$ cat config.mk
export PLATFORM = sky130hd
export DESIGN_NAME = x86_alu_with_flags
export DESIGN_NICKNAME = d
export VERILOG_FILES = /design/src/xalu_pkg.sv /design/src/x86_alu_with_flags.sv /design/src/xalu_front.sv /design/src/xalu_queue.sv /design/src/xalu_back.sv
export SDC_FILE = /design/constraint.sdc
export NUM_CORES = 1
export LEC_CHECK = 0
export BUFFER_PORTS_ARGS = -buffer_cell sky130_fd_sc_hd__buf_2
export CORE_UTILIZATION = 25
export DETAILED_ROUTE_END_ITERATION = 16
export PLACE_DENSITY = 0.42
export SLEW_MARGIN = 20
export SYNTH_ARGS = -nofsm -noshare
export SYNTH_HDL_FRONTEND = slang
export SYNTH_SLANG_ARGS = --single-unit
export TNS_END_PERCENT = 20
$ cat constraint.sdc
create_clock -name clk_i -period 5.55 [get_ports clk_i]
set_input_delay 0 -clock clk_i [delete_from_list [all_inputs] [get_ports clk_i]]
set_output_delay 0 -clock clk_i [all_outputs]
set_load 0.1 [all_outputs]
$ cat src/xalu_pkg.sv
// Shared types and constants for the 8086-style ALU with status flags.
`timescale 1ns / 1ps
package xalu_pkg;

  // Operation codes as they arrive on the request channel
  typedef enum logic [3:0] {
    OP_ADD  = 4'd0,
    OP_OR   = 4'd1,
    OP_ADC  = 4'd2,
    OP_SBB  = 4'd3,
    OP_AND  = 4'd4,
    OP_SUB  = 4'd5,
    OP_XOR  = 4'd6,
    OP_CMP  = 4'd7,
    OP_TEST = 4'd8,
    OP_NOT  = 4'd9,
    OP_NEG  = 4'd10,
    OP_SHL  = 4'd11,
    OP_SHR  = 4'd12
  } opcode_e;

  // Execution class picked by the front end
  typedef enum logic [2:0] {
    K_ADD,
    K_SUB,
    K_LOGIC,
    K_NOT,
    K_SHL,
    K_SHR,
    K_NOP
  } kind_e;

  // Bitwise function for the logic class
  typedef enum logic [1:0] {
    LG_AND,
    LG_OR,
    LG_XOR
  } logic_op_e;

  localparam int unsigned DataW    = 16;
  localparam int unsigned CountW   = 8;
  localparam int unsigned QueueDep = 2;
  localparam int unsigned QueuePtrW = $clog2(QueueDep);
  localparam int unsigned QueueCntW = $clog2(QueueDep + 1);

  // Kept status flags
  typedef struct packed {
    logic of;
    logic sf;
    logic zf;
    logic af;
    logic pf;
    logic cf;
  } flags_t;

  // Classified request, ready for the back end
  typedef struct packed {
    kind_e              kind;
    logic_op_e          lop;
    logic               use_carry;
    logic               write_back;
    logic               wide;
    logic [DataW-1:0]   opa;
    logic [DataW-1:0]   opb;
    logic [CountW-1:0]  count;
  } dec_t;

endpackage

$ cat src/x86_alu_with_flags.sv
// Top level of the 8086-style ALU with status flags.
//
// Requests arrive on the in_valid_i / in_ready_o channel: operation, width,
// destination and source. Each request gives one result on the
// out_valid_o / out_ready_i channel: result value, write-back mark and the
// six status flags as they stand after the operation.
// A request accepted at a clock edge sits in the queue and, with the output
// register free, goes through the execution unit into the output register at
// the next edge, where its result turns valid.
// Throughput is one request per cycle while the receiver keeps out_ready_i
// high, set by the execution unit, whose adder reads the carry flag written
// by the request just before it.
// The two-entry queue lets the front end keep taking requests while the
// output is stalled; in_ready_o drops only when the queue is full, which
// happens only after the receiver has held out_ready_i low.
// Reset clears the flags to zero and empties the queue and output register.
`timescale 1ns / 1ps
module x86_alu_with_flags (
  input  logic        clk_i,
  input  logic        rst_ni,
  input  logic        in_valid_i,
  output logic        in_ready_o,
  input  logic [3:0]  operation_i,
  input  logic        wide_i,
  input  logic [15:0] dst_value_i,
  input  logic [15:0] src_value_i,
  output logic        out_valid_o,
  input  logic        out_ready_i,
  output logic [15:0] result_value_o,
  output logic        write_back_o,
  output logic        overflow_flag_o,
  output logic        sign_flag_o,
  output logic        zero_flag_o,
  output logic        aux_flag_o,
  output logic        parity_flag_o,
  output logic        carry_flag_o
);

  logic           push;
  xalu_pkg::dec_t push_data;
  logic           queue_ready;
  logic           head_valid;
  xalu_pkg::dec_t head;
  logic           pop;

  xalu_front u_front (
    .operation_i   (operation_i),
    .wide_i        (wide_i),
    .dst_value_i   (dst_value_i),
    .src_value_i   (src_value_i),
    .in_valid_i    (in_valid_i),
    .in_ready_o    (in_ready_o),
    .push_o        (push),
    .push_data_o   (push_data),
    .queue_ready_i (queue_ready)
  );

  xalu_queue u_queue (
    .clk_i       (clk_i),
    .rst_ni      (rst_ni),
    .push_i      (push),
    .push_data_i (push_data),
    .ready_o     (queue_ready),
    .valid_o     (head_valid),
    .head_o      (head),
    .pop_i       (pop)
  );

  xalu_back u_back (
    .clk_i           (clk_i),
    .rst_ni          (rst_ni),
    .head_valid_i    (head_valid),
    .head_i          (head),
    .pop_o           (pop),
    .result_value_o  (result_value_o),
    .write_back_o    (write_back_o),
    .overflow_flag_o (overflow_flag_o),
    .sign_flag_o     (sign_flag_o),
    .zero_flag_o     (zero_flag_o),
    .aux_flag_o      (aux_flag_o),
    .parity_flag_o   (parity_flag_o),
    .carry_flag_o    (carry_flag_o),
    .out_valid_o     (out_valid_o),
    .out_ready_i     (out_ready_i)
  );

endmodule

$ cat src/xalu_front.sv
// Front end: takes requests and classifies them into execution classes.
`timescale 1ns / 1ps
module xalu_front (
  input  logic [3:0]               operation_i,
  input  logic                     wide_i,
  input  logic [15:0]              dst_value_i,
  input  logic [15:0]              src_value_i,
  input  logic                     in_valid_i,
  output logic                     in_ready_o,
  output logic                     push_o,
  output xalu_pkg::dec_t           push_data_o,
  input  logic                     queue_ready_i
);

  logic [xalu_pkg::DataW-1:0] mask;
  logic [xalu_pkg::DataW-1:0] d_m;
  logic [xalu_pkg::DataW-1:0] s_m;

  assign in_ready_o = queue_ready_i;
  assign push_o     = in_valid_i && queue_ready_i;

  // Operands cut to the selected width
  assign mask = wide_i ? 16'hFFFF : 16'h00FF;
  assign d_m  = dst_value_i & mask;
  assign s_m  = src_value_i & mask;

  // Decode
  always_comb begin
    push_data_o            = '0;
    push_data_o.wide       = wide_i;
    push_data_o.opa        = d_m;
    push_data_o.opb        = s_m;
    push_data_o.count      = src_value_i[xalu_pkg::CountW-1:0];
    push_data_o.write_back = 1'b1;
    push_data_o.lop        = xalu_pkg::LG_AND;
    push_data_o.use_carry  = 1'b0;
    push_data_o.kind       = xalu_pkg::K_NOP;
    unique case (xalu_pkg::opcode_e'(operation_i))
      xalu_pkg::OP_ADD: push_data_o.kind = xalu_pkg::K_ADD;
      xalu_pkg::OP_ADC: begin
        push_data_o.kind      = xalu_pkg::K_ADD;
        push_data_o.use_carry = 1'b1;
      end
      xalu_pkg::OP_SUB: push_data_o.kind = xalu_pkg::K_SUB;
      xalu_pkg::OP_SBB: begin
        push_data_o.kind      = xalu_pkg::K_SUB;
        push_data_o.use_carry = 1'b1;
      end
      xalu_pkg::OP_CMP: begin
        push_data_o.kind       = xalu_pkg::K_SUB;
        push_data_o.write_back = 1'b0;
      end
      xalu_pkg::OP_NEG: begin
        // flags of 0 minus the operand
        push_data_o.kind = xalu_pkg::K_SUB;
        push_data_o.opa  = '0;
        push_data_o.opb  = d_m;
      end
      xalu_pkg::OP_AND: push_data_o.kind = xalu_pkg::K_LOGIC;
      xalu_pkg::OP_TEST: begin
        push_data_o.kind       = xalu_pkg::K_LOGIC;
        push_data_o.write_back = 1'b0;
      end
      xalu_pkg::OP_OR: begin
        push_data_o.kind = xalu_pkg::K_LOGIC;
        push_data_o.lop  = xalu_pkg::LG_OR;
      end
      xalu_pkg::OP_XOR: begin
        push_data_o.kind = xalu_pkg::K_LOGIC;
        push_data_o.lop  = xalu_pkg::LG_XOR;
      end
      xalu_pkg::OP_NOT: push_data_o.kind = xalu_pkg::K_NOT;
      xalu_pkg::OP_SHL: push_data_o.kind = xalu_pkg::K_SHL;
      xalu_pkg::OP_SHR: push_data_o.kind = xalu_pkg::K_SHR;
      default: begin
        // unused codes pass the destination through, no write back
        push_data_o.kind       = xalu_pkg::K_NOP;
        push_data_o.write_back = 1'b0;
      end
    endcase
  end

endmodule

$ cat src/xalu_queue.sv
// Short queue of classified requests between front and back end.
`timescale 1ns / 1ps
module xalu_queue (
  input  logic           clk_i,
  input  logic           rst_ni,
  input  logic           push_i,
  input  xalu_pkg::dec_t push_data_i,
  output logic           ready_o,
  output logic           valid_o,
  output xalu_pkg::dec_t head_o,
  input  logic           pop_i
);

  xalu_pkg::dec_t                   slot_q [xalu_pkg::QueueDep];
  logic [xalu_pkg::QueuePtrW-1:0]   wr_ptr_q, wr_ptr_d;
  logic [xalu_pkg::QueuePtrW-1:0]   rd_ptr_q, rd_ptr_d;
  logic [xalu_pkg::QueueCntW-1:0]   count_q, count_d;

  assign ready_o = (count_q != xalu_pkg::QueueCntW'(xalu_pkg::QueueDep));
  assign valid_o = (count_q != '0);
  assign head_o  = slot_q[rd_ptr_q];

  // Pointer and count update
  always_comb begin
    wr_ptr_d = wr_ptr_q;
    rd_ptr_d = rd_ptr_q;
    count_d  = count_q;
    if (push_i) begin
      wr_ptr_d = (wr_ptr_q == xalu_pkg::QueuePtrW'(xalu_pkg::QueueDep - 1)) ? '0
                 : wr_ptr_q + 1'b1;
    end
    if (pop_i) begin
      rd_ptr_d = (rd_ptr_q == xalu_pkg::QueuePtrW'(xalu_pkg::QueueDep - 1)) ? '0
                 : rd_ptr_q + 1'b1;
    end
    if (push_i && !pop_i) begin
      count_d = count_q + 1'b1;
    end else if (pop_i && !push_i) begin
      count_d = count_q - 1'b1;
    end
  end

  always_ff @(posedge clk_i or negedge rst_ni) begin
    if (!rst_ni) begin
      wr_ptr_q <= '0;
      rd_ptr_q <= '0;
      count_q  <= '0;
    end else begin
      wr_ptr_q <= wr_ptr_d;
      rd_ptr_q <= rd_ptr_d;
      count_q  <= count_d;
    end
  end

  // Entry storage, no reset needed
  always_ff @(posedge clk_i) begin
    if (push_i) begin
      slot_q[wr_ptr_q] <= push_data_i;
    end
  end

endmodule

$ cat src/xalu_back.sv
// Back end: adder, logic unit, shifter, flag register and output register.
`timescale 1ns / 1ps
module xalu_back (
  input  logic           clk_i,
  input  logic           rst_ni,
  input  logic           head_valid_i,
  input  xalu_pkg::dec_t head_i,
  output logic           pop_o,
  output logic [15:0]    result_value_o,
  output logic           write_back_o,
  output logic           overflow_flag_o,
  output logic           sign_flag_o,
  output logic           zero_flag_o,
  output logic           aux_flag_o,
  output logic           parity_flag_o,
  output logic           carry_flag_o,
  output logic           out_valid_o,
  input  logic           out_ready_i
);

  xalu_pkg::flags_t           flags_q, flags_d;
  logic [15:0]                result_q, result_d;
  logic                       wb_q;
  logic                       out_valid_q;
  logic [15:0]                mask;
  logic [15:0]                a, b, r;
  logic [16:0]                sum, diff, shl_v, shr_v;
  logic                       cin;
  logic                       szp;

  assign a    = head_i.opa;
  assign b    = head_i.opb;
  assign mask = head_i.wide ? 16'hFFFF : 16'h00FF;
  assign cin  = head_i.use_carry & flags_q.cf;

  // One adder, one subtractor and both shifters
  assign sum   = {1'b0, a} + {1'b0, b} + {16'b0, cin};
  assign diff  = {1'b0, a} - {1'b0, b} - {16'b0, cin};
  assign shl_v = {1'b0, a} << head_i.count;
  assign shr_v = {a, 1'b0} >> head_i.count;

  // Output register moves when empty or being taken
  assign pop_o = head_valid_i && (!out_valid_q || out_ready_i);

  // Result and next flags
  always_comb begin
    r       = a;
    flags_d = flags_q;
    szp     = 1'b0;
    case (head_i.kind)
      xalu_pkg::K_ADD: begin
        r          = sum[15:0] & mask;
        flags_d.cf = head_i.wide ? sum[16] : sum[8];
        flags_d.of = head_i.wide ? (~(a[15] ^ b[15]) & (a[15] ^ r[15]))
                                 : (~(a[7] ^ b[7]) & (a[7] ^ r[7]));
        flags_d.af = a[4] ^ b[4] ^ r[4];
        szp        = 1'b1;
      end
      xalu_pkg::K_SUB: begin
        r          = diff[15:0] & mask;
        flags_d.cf = diff[16];
        flags_d.of = head_i.wide ? ((a[15] ^ b[15]) & (a[15] ^ r[15]))
                                 : ((a[7] ^ b[7]) & (a[7] ^ r[7]));
        flags_d.af = a[4] ^ b[4] ^ r[4];
        szp        = 1'b1;
      end
      xalu_pkg::K_LOGIC: begin
        case (head_i.lop)
          xalu_pkg::LG_OR:  r = a | b;
          xalu_pkg::LG_XOR: r = a ^ b;
          default:          r = a & b;
        endcase
        flags_d.cf = 1'b0;
        flags_d.of = 1'b0;
        szp        = 1'b1;
      end
      xalu_pkg::K_NOT: r = ~a & mask;
      xalu_pkg::K_SHL: begin
        // count of zero leaves result and flags alone
        if (head_i.count != '0) begin
          r          = shl_v[15:0] & mask;
          flags_d.cf = head_i.wide ? shl_v[16] : shl_v[8];
          flags_d.of = head_i.wide ? (a[15] ^ r[15]) : (a[7] ^ r[7]);
          szp        = 1'b1;
        end
      end
      xalu_pkg::K_SHR: begin
        if (head_i.count != '0) begin
          r          = shr_v[16:1];
          flags_d.cf = shr_v[0];
          flags_d.of = head_i.wide ? (a[15] ^ r[15]) : (a[7] ^ r[7]);
          szp        = 1'b1;
        end
      end
      default: r = a;
    endcase
    if (szp) begin
      flags_d.sf = head_i.wide ? r[15] : r[7];
      flags_d.zf = (r == '0);
      flags_d.pf = ~^r[7:0];
    end
    result_d = r;
  end

  // Flag register and output valid
  always_ff @(posedge clk_i or negedge rst_ni) begin
    if (!rst_ni) begin
      flags_q     <= '0;
      out_valid_q <= 1'b0;
    end else begin
      if (pop_o) begin
        flags_q <= flags_d;
      end
      if (pop_o) begin
        out_valid_q <= 1'b1;
      end else if (out_ready_i) begin
        out_valid_q <= 1'b0;
      end
    end
  end

  // Output payload
  always_ff @(posedge clk_i) begin
    if (pop_o) begin
      result_q <= result_d;
      wb_q     <= head_i.write_back;
    end
  end

  assign out_valid_o     = out_valid_q;
  assign result_value_o  = result_q;
  assign write_back_o    = wb_q;
  assign overflow_flag_o = flags_q.of;
  assign sign_flag_o     = flags_q.sf;
  assign zero_flag_o     = flags_q.zf;
  assign aux_flag_o      = flags_q.af;
  assign parity_flag_o   = flags_q.pf;
  assign carry_flag_o    = flags_q.cf;

endmodule

# Word level (Yosys, flattened, before mapping)
# Memories as Yosys holds them, arrays and structs flattened.
# Index checks and enable logic that the tools add are counted.
# classes
addsub	8
n_mul	0
div	0
order_cmp	0
n_eq_ne	22
n_shift	2
mux	35
n_bitwise	30
reduce_logical	28
# op_table
operator	count
16-bit AND	7
16-bit case mux with 6 select lines	1
16-bit 2-to-1 mux	4
32-bit 2-to-1 mux	1
16-bit case mux with 2 select lines	1
4-bit equality test, second input constant	5
1-bit 2-to-1 mux	20
3-bit case mux with 6 select lines	1
16-bit by 16-bit adder with 17-bit output	1
17-bit by 1-bit adder with 17-bit output	1
16-bit by 8-bit << shifter with 17-bit output	1
17-bit by 8-bit >> shifter with 17-bit output	1
16-bit by 16-bit subtractor with 17-bit output	1
17-bit by 1-bit subtractor with 17-bit output	1
4-bit by 3-bit equality test with 1-bit output, second input constant	4
16-bit logical NOT	1
16-bit NOT	1
16-bit OR	1
16-bit XOR	1
1-bit XOR	13
11-bit OR reduction	1
1-bit case mux with 5 select lines	2
4-bit by 2-bit equality test with 1-bit output, second input constant	2
2-bit nonzero test	4
29 further kinds	49
# word_totals
regBits	28
latch_bits	0
ram_bits	96
romBits	0
mem_count	1
# memory_table
memory	depth	width	rd	rd_clocked_by_memory_dff	wr	line_no	text
u_queue.slot_q	2	48	1	0	1	xalu_queue.sv:14	xalu_pkg::dec_t slot_q [xalu_pkg::QueueDep];

# Depth between registers and ports, before layout
# An unclocked memory read counts as a cell.
# depth
ltp_word	8
mapped_depth	27
ltp_nobuf	20

# Hierarchy
# A second synthesis with hierarchy kept.
# unflattened
cells_unflattened	1087
hier_area_um2	10817.9
# by_module_without_submodules
mod	n_inst	cells_each	area_each_um2
xalu_back	1	835	6441.2
xalu_queue	1	165	3698.5
xalu_front	1	87	678.2

# Least setup slack after synthesis
# No wires, ideal clock.
# synth_timing
kind	reg2reg
start	register u_queue.rd_ptr_q
end	register u_back.flags_q (netlist bit u_back.zero_flag_o)
setup_time_ns	0.071
arrival_time_ns	5.426
required_ns	5.479
setup_slack_ns	0.053
stages_incl_launch_ff	24
n_path_buf	6
synth_period_minus_slack_ns	5.497
cell_sequence	dfrtp_1 buf_6 buf_6 buf_6 buf_2 buf_2 buf_1 mux2i_1 inv_1 fa_1 fa_1 a211oi_1 o21bai_1 a21oi_1 xnor2_1 a211o_1 o21ai_0 a21o_1 ha_1 nand4_1 nor2_1 or4b_1 nor4_1 a32o_1
# synth_via
elab_chain_cells	6
elab_cells_between_ends	36
# synth_lines
item	line_no	text
from (decl)	xalu_queue.sv:16	logic [xalu_pkg::QueuePtrW-1:0] rd_ptr_q, rd_ptr_d;
from (signal assigned)	xalu_queue.sv:50	rd_ptr_q <= rd_ptr_d;
memory 2 x 48 bit *	n/a	
16-bit by 16-bit subtractor with 17-bit output, or another cell as far along	xalu_back.sv:38	assign diff = {1'b0, a} - {1'b0, b} - {16'b0, cin};
17-bit by 1-bit subtractor with 17-bit output, or another cell as far along	xalu_back.sv:38	
16-bit AND, or another cell as far along	xalu_back.sv:60	r = diff[15:0] & mask;
16-bit case mux with 6 select lines	xalu_back.sv:50	case (head_i.kind)
16-bit logical NOT	xalu_back.sv:99	flags_d.zf = (r == '0);
to (signal assigned)	xalu_back.sv:112	flags_q <= flags_d;
to (decl)	xalu_back.sv:21	xalu_pkg::flags_t flags_q, flags_d;
# Mark *: on every way between the ends. The rest lies on a longest branch, timed or not.
# A chain may end at the register's enable or synchronous reset.

# Worst setup path after layout
# layout_timing
start	register u_queue.rd_ptr_q
end	register u_back.flags_q (netlist bit u_back.zero_flag_o)
# layout_via
elab_chain_cells	6
elab_cells_between_ends	36
# layout_lines
item	line_no	text
memory 2 x 48 bit *	n/a	
16-bit by 16-bit subtractor with 17-bit output, or another cell as far along	xalu_back.sv:38	
17-bit by 1-bit subtractor with 17-bit output, or another cell as far along	xalu_back.sv:38	
16-bit AND, or another cell as far along	xalu_back.sv:60	
16-bit case mux with 6 select lines *	xalu_back.sv:50	
via u_back.r[13]	xalu_back.sv:26	logic [15:0] a, b, r;
16-bit logical NOT *	xalu_back.sv:99	
# The timed path passes the listed nets; every way through them passes the cells marked *.

==> metrics.yaml <==
run_status:
  status: "complete, but fails checks"
  violations: "hold timing"
synthesis:
  async_flop_share_pct: 8.87
  synth.avg_cell_area_um2: 9.08
  synth.area.top_cells: "edfxtp_1 (33%), ha_1 (8.2%), nand2_1 (4.9%)"
  syn_area_um2: 10200
  synth_enable_flop_cells: 113
  yosys.area.top_type: "edfxtp_1"
  yosysTopAreaCellShare_pct: 33.3
  synth.distinct_cells: 92
  dominantRegCellSynth: "edfxtp_1"
  syn-num-nets: 1234
  ys_warn_count: 0
  syn_inst: 1122
  ys_ff_latch: 124
  ys_seq_area_share_pct: 36.0
job:
  cap_violations: 0
clock_network:
  ctsResizeCount: 0
  ctsHoldBuffers: 35
  cts_buffers: 17
  root_buffer: "clkbuf_16"
  clk_pin_slew_ns: 0.07
  tritoncts: "built"
  htree_levels: 4
  cts_buffer_depth: 2
  post_cts_buffers: 0
  clk_latency_ns: 0.44
  cts_sinks: 124
place:
  dpl.hpwl_mm: 29.6
  port_buffers: 65
  gp_congestion: 0.947
floorplanning:
  num_rows: 73
  core_um2: 39900
  die_w_um: 204
  die_height_um: 204
  die_area_um2: 41500
  start_util_pct: 25.5
  ios: 66
final_layout:
  layout_common_cells: "nand2_1 (131), edfxtp_1 (113), inv_1 (74), nor2_1 (74), a21oi_1 (69)"
  nets: 1337
  n_fill_cell: 4259
  drive_gt1_share_pct: 15.1
  num_antenna_cells: 0
  layout_commonest_cell: "nand2_1"
  synthToLayoutAreaGrowth_pct: 19.9
  multi_input_area_um2: 6000
  regArea_um2: 3670
timing:
  rsz0062_at_grt: "false"
  timing.hold.ws_ns: -0.000540
  drv_slew: 0
  tightest_slew_ns: 0.996
  hold_viol_final: 3
  setup_viol: 0
  max_freq_mhz: 200
  timing.final.crit_share_pct: 90.2
  fin_setup_tns_ns: 0
  period_minus_slack_ns: 5.00
  finalClockSkew_ns: 0.0121
  maxSlewHeadroom_pct: 31.9
global_route:
  grt_pass1_wl_mm: 58.0
  overflow: 0
  grt_pass1_vias: 8921
  antenna_found_initial: 0
  grt_max_degree: 54
  grt_util_all_layers_pct: 18.8
setup_path:
  worstPathRequired_ns: 5.92
  critical_path_class: "flip-flop to flip-flop"
  startpoint_type: "flip-flop"
  arrival_ns: 5.37
  path_max_fanout: 53
  endpoint_kind: "flip-flop"
route:
  dr_total_vias: 9389
  wl_mm: 39.1
  drtAntennaViolNets: 0
  drc: 0
  first_iter_violations: 831
  wl_per_cell_um: 22.2
  viasPerCell: 5.33
  drtPass1Iterations: 7
worst_hold_path:
  hp-class: "input port to async pin"
[cell usage after synthesis (6+ instances only)]
master,n
nand2_1,132
edfxtp_1,113
nor2_1,75
inv_1,74
a21oi_1,70
ha_1,67
o21ai_0,52
clkbuf_1,43
mux2i_1,43
nor3_1,33
xnor2_1,25
nand3_1,22
o22ai_1,18
nand2b_1,16
and2_1,14
and3_1,14
a211oi_1,13
a22oi_1,13
xor2_1,13
a31oi_1,12
mux2_2,12
o211ai_1,12
o22a_1,12
dfrtp_1,11
a21o_1,10
a21boi_0,9
a221oi_1,9
or2_2,9
or3_1,9
a2111oi_0,8
nand4_1,8
o31ai_1,8
o311ai_0,7
nor2b_1,6
nor4_1,6
o32ai_1,6
[cells by family (layout without fill, tap and decap cells)]
| kind of cell | after synthesis | count (layout) | share of synthesized area (%) |
|---|---|---|---|
| AO/OA/AOI/OAI | 327 | 327 | 22.5 |
| XOR/XNOR | 38 | 38 | 3.27 |
| adder cells (fa/ha/maj) | 72 | 72 | 9.12 |
| buffers and inverters | 134 | 250 | 5.32 |
| flip-flops | 124 | 124 | 36.0 |
| multiplexers | 61 | 61 | 6.63 |
| AND/OR/NAND/NOR | 366 | 366 | 17.1 |
[sequential cells by signal (all words and copies together) (netlist names)]
name / count
u_back.aux_flag_o: 1
u_back.carry_flag_o: 1
u_back.out_valid_o: 1
u_back.overflow_flag_o: 1
u_back.parity_flag_o: 1
u_back.result_value_o: 16
u_back.sign_flag_o: 1
u_back.write_back_o: 1
u_back.zero_flag_o: 1
u_queue.count_q: 2
u_queue.rd_ptr_q: 1
u_queue.slot_q: 96
u_queue.wr_ptr_q: 1
[path summary, 6_finish.rpt]
path	from	depth (start not counted)	end	slack, ns
worst min register to register	u_back.parity_flag_o$_DFFE_PN0P_	2	u_back.parity_flag_o$_DFFE_PN0P_	0.48
worst min-delay path	rst_ni	2	u_back.overflow_flag_o$_DFFE_PN0P_	-0.0005
worst max-delay path	u_queue.rd_ptr_q$_DFFE_PN0P_	14	u_back.zero_flag_o$_DFFE_PN0P_	0.55
min in group clk_i	src_value_i[12]	3	u_queue.slot_q[1][20]$_DFFE_PP_	0.02
worst max register to register	u_queue.rd_ptr_q$_DFFE_PN0P_	14	u_back.zero_flag_o$_DFFE_PN0P_	0.55
max in group asynchronous	rst_ni	2	u_queue.rd_ptr_q$_DFFE_PN0P_	5.27
[routing by layer]
metal / share of wire, % / vias to the layer above / GRT usage, %
met5: 0 / - / 0
met4: 1.7 / 0 / 4.97
met3: 5.8 / 43 / 3.06
met2: 43 / 361 / 27.6
met1: 49 / 4578 / 28.0
li1: - / 4407 / -
[metrics by stage]
stage | hold slack, ns | util [%] | instances | setup WS, ns | cell area (um2)
after CTS | 0.00824 | 30.6 | 1763 | 0.475 | 12200
final | -0.000540 | 30.6 | 1763 | 0.546 | 12200
after floorplan | -0.296 | - | 1122 | 0.0531 | 10200
after global placement | -0.0741 | 28.2 | 1696 | 0.662 | 11300
after global routing | 0.0189 | 30.6 | 1763 | 0.124 | 12200
after detailed placement | -0.0617 | 28.2 | 1696 | 0.520 | 11300
[critical path, stage by stage, from the launching register on]
cell and delay, ns:
dfrtp_4 0.64, buf_12 0.34, mux2i_1 0.67, ha_1 0.45, ha_1 0.41, a21o_1 0.20
a21oi_1 0.15, nor2b_1 0.07, a211oi_2 0.38, o21a_2 0.20, mux2i_1 0.09, o32a_1 0.40
or4b_1 0.53, nor4_1 0.17, a32o_1 0.20
[cell type report]
class                      instances  share of cell area (%)
multi-input combinational        864                    49.1
sequential                       124                    30.1
clock inverter                    15                    1.39
tap                              525                    5.38
timing repair buffer             141                    8.16
clock buffer                      17                    3.49
inverter                          77                    2.37
Power is left out: the tool's default activity adds up to more than one toggle a clock period on the data nets, which glitch-free logic cannot reach.
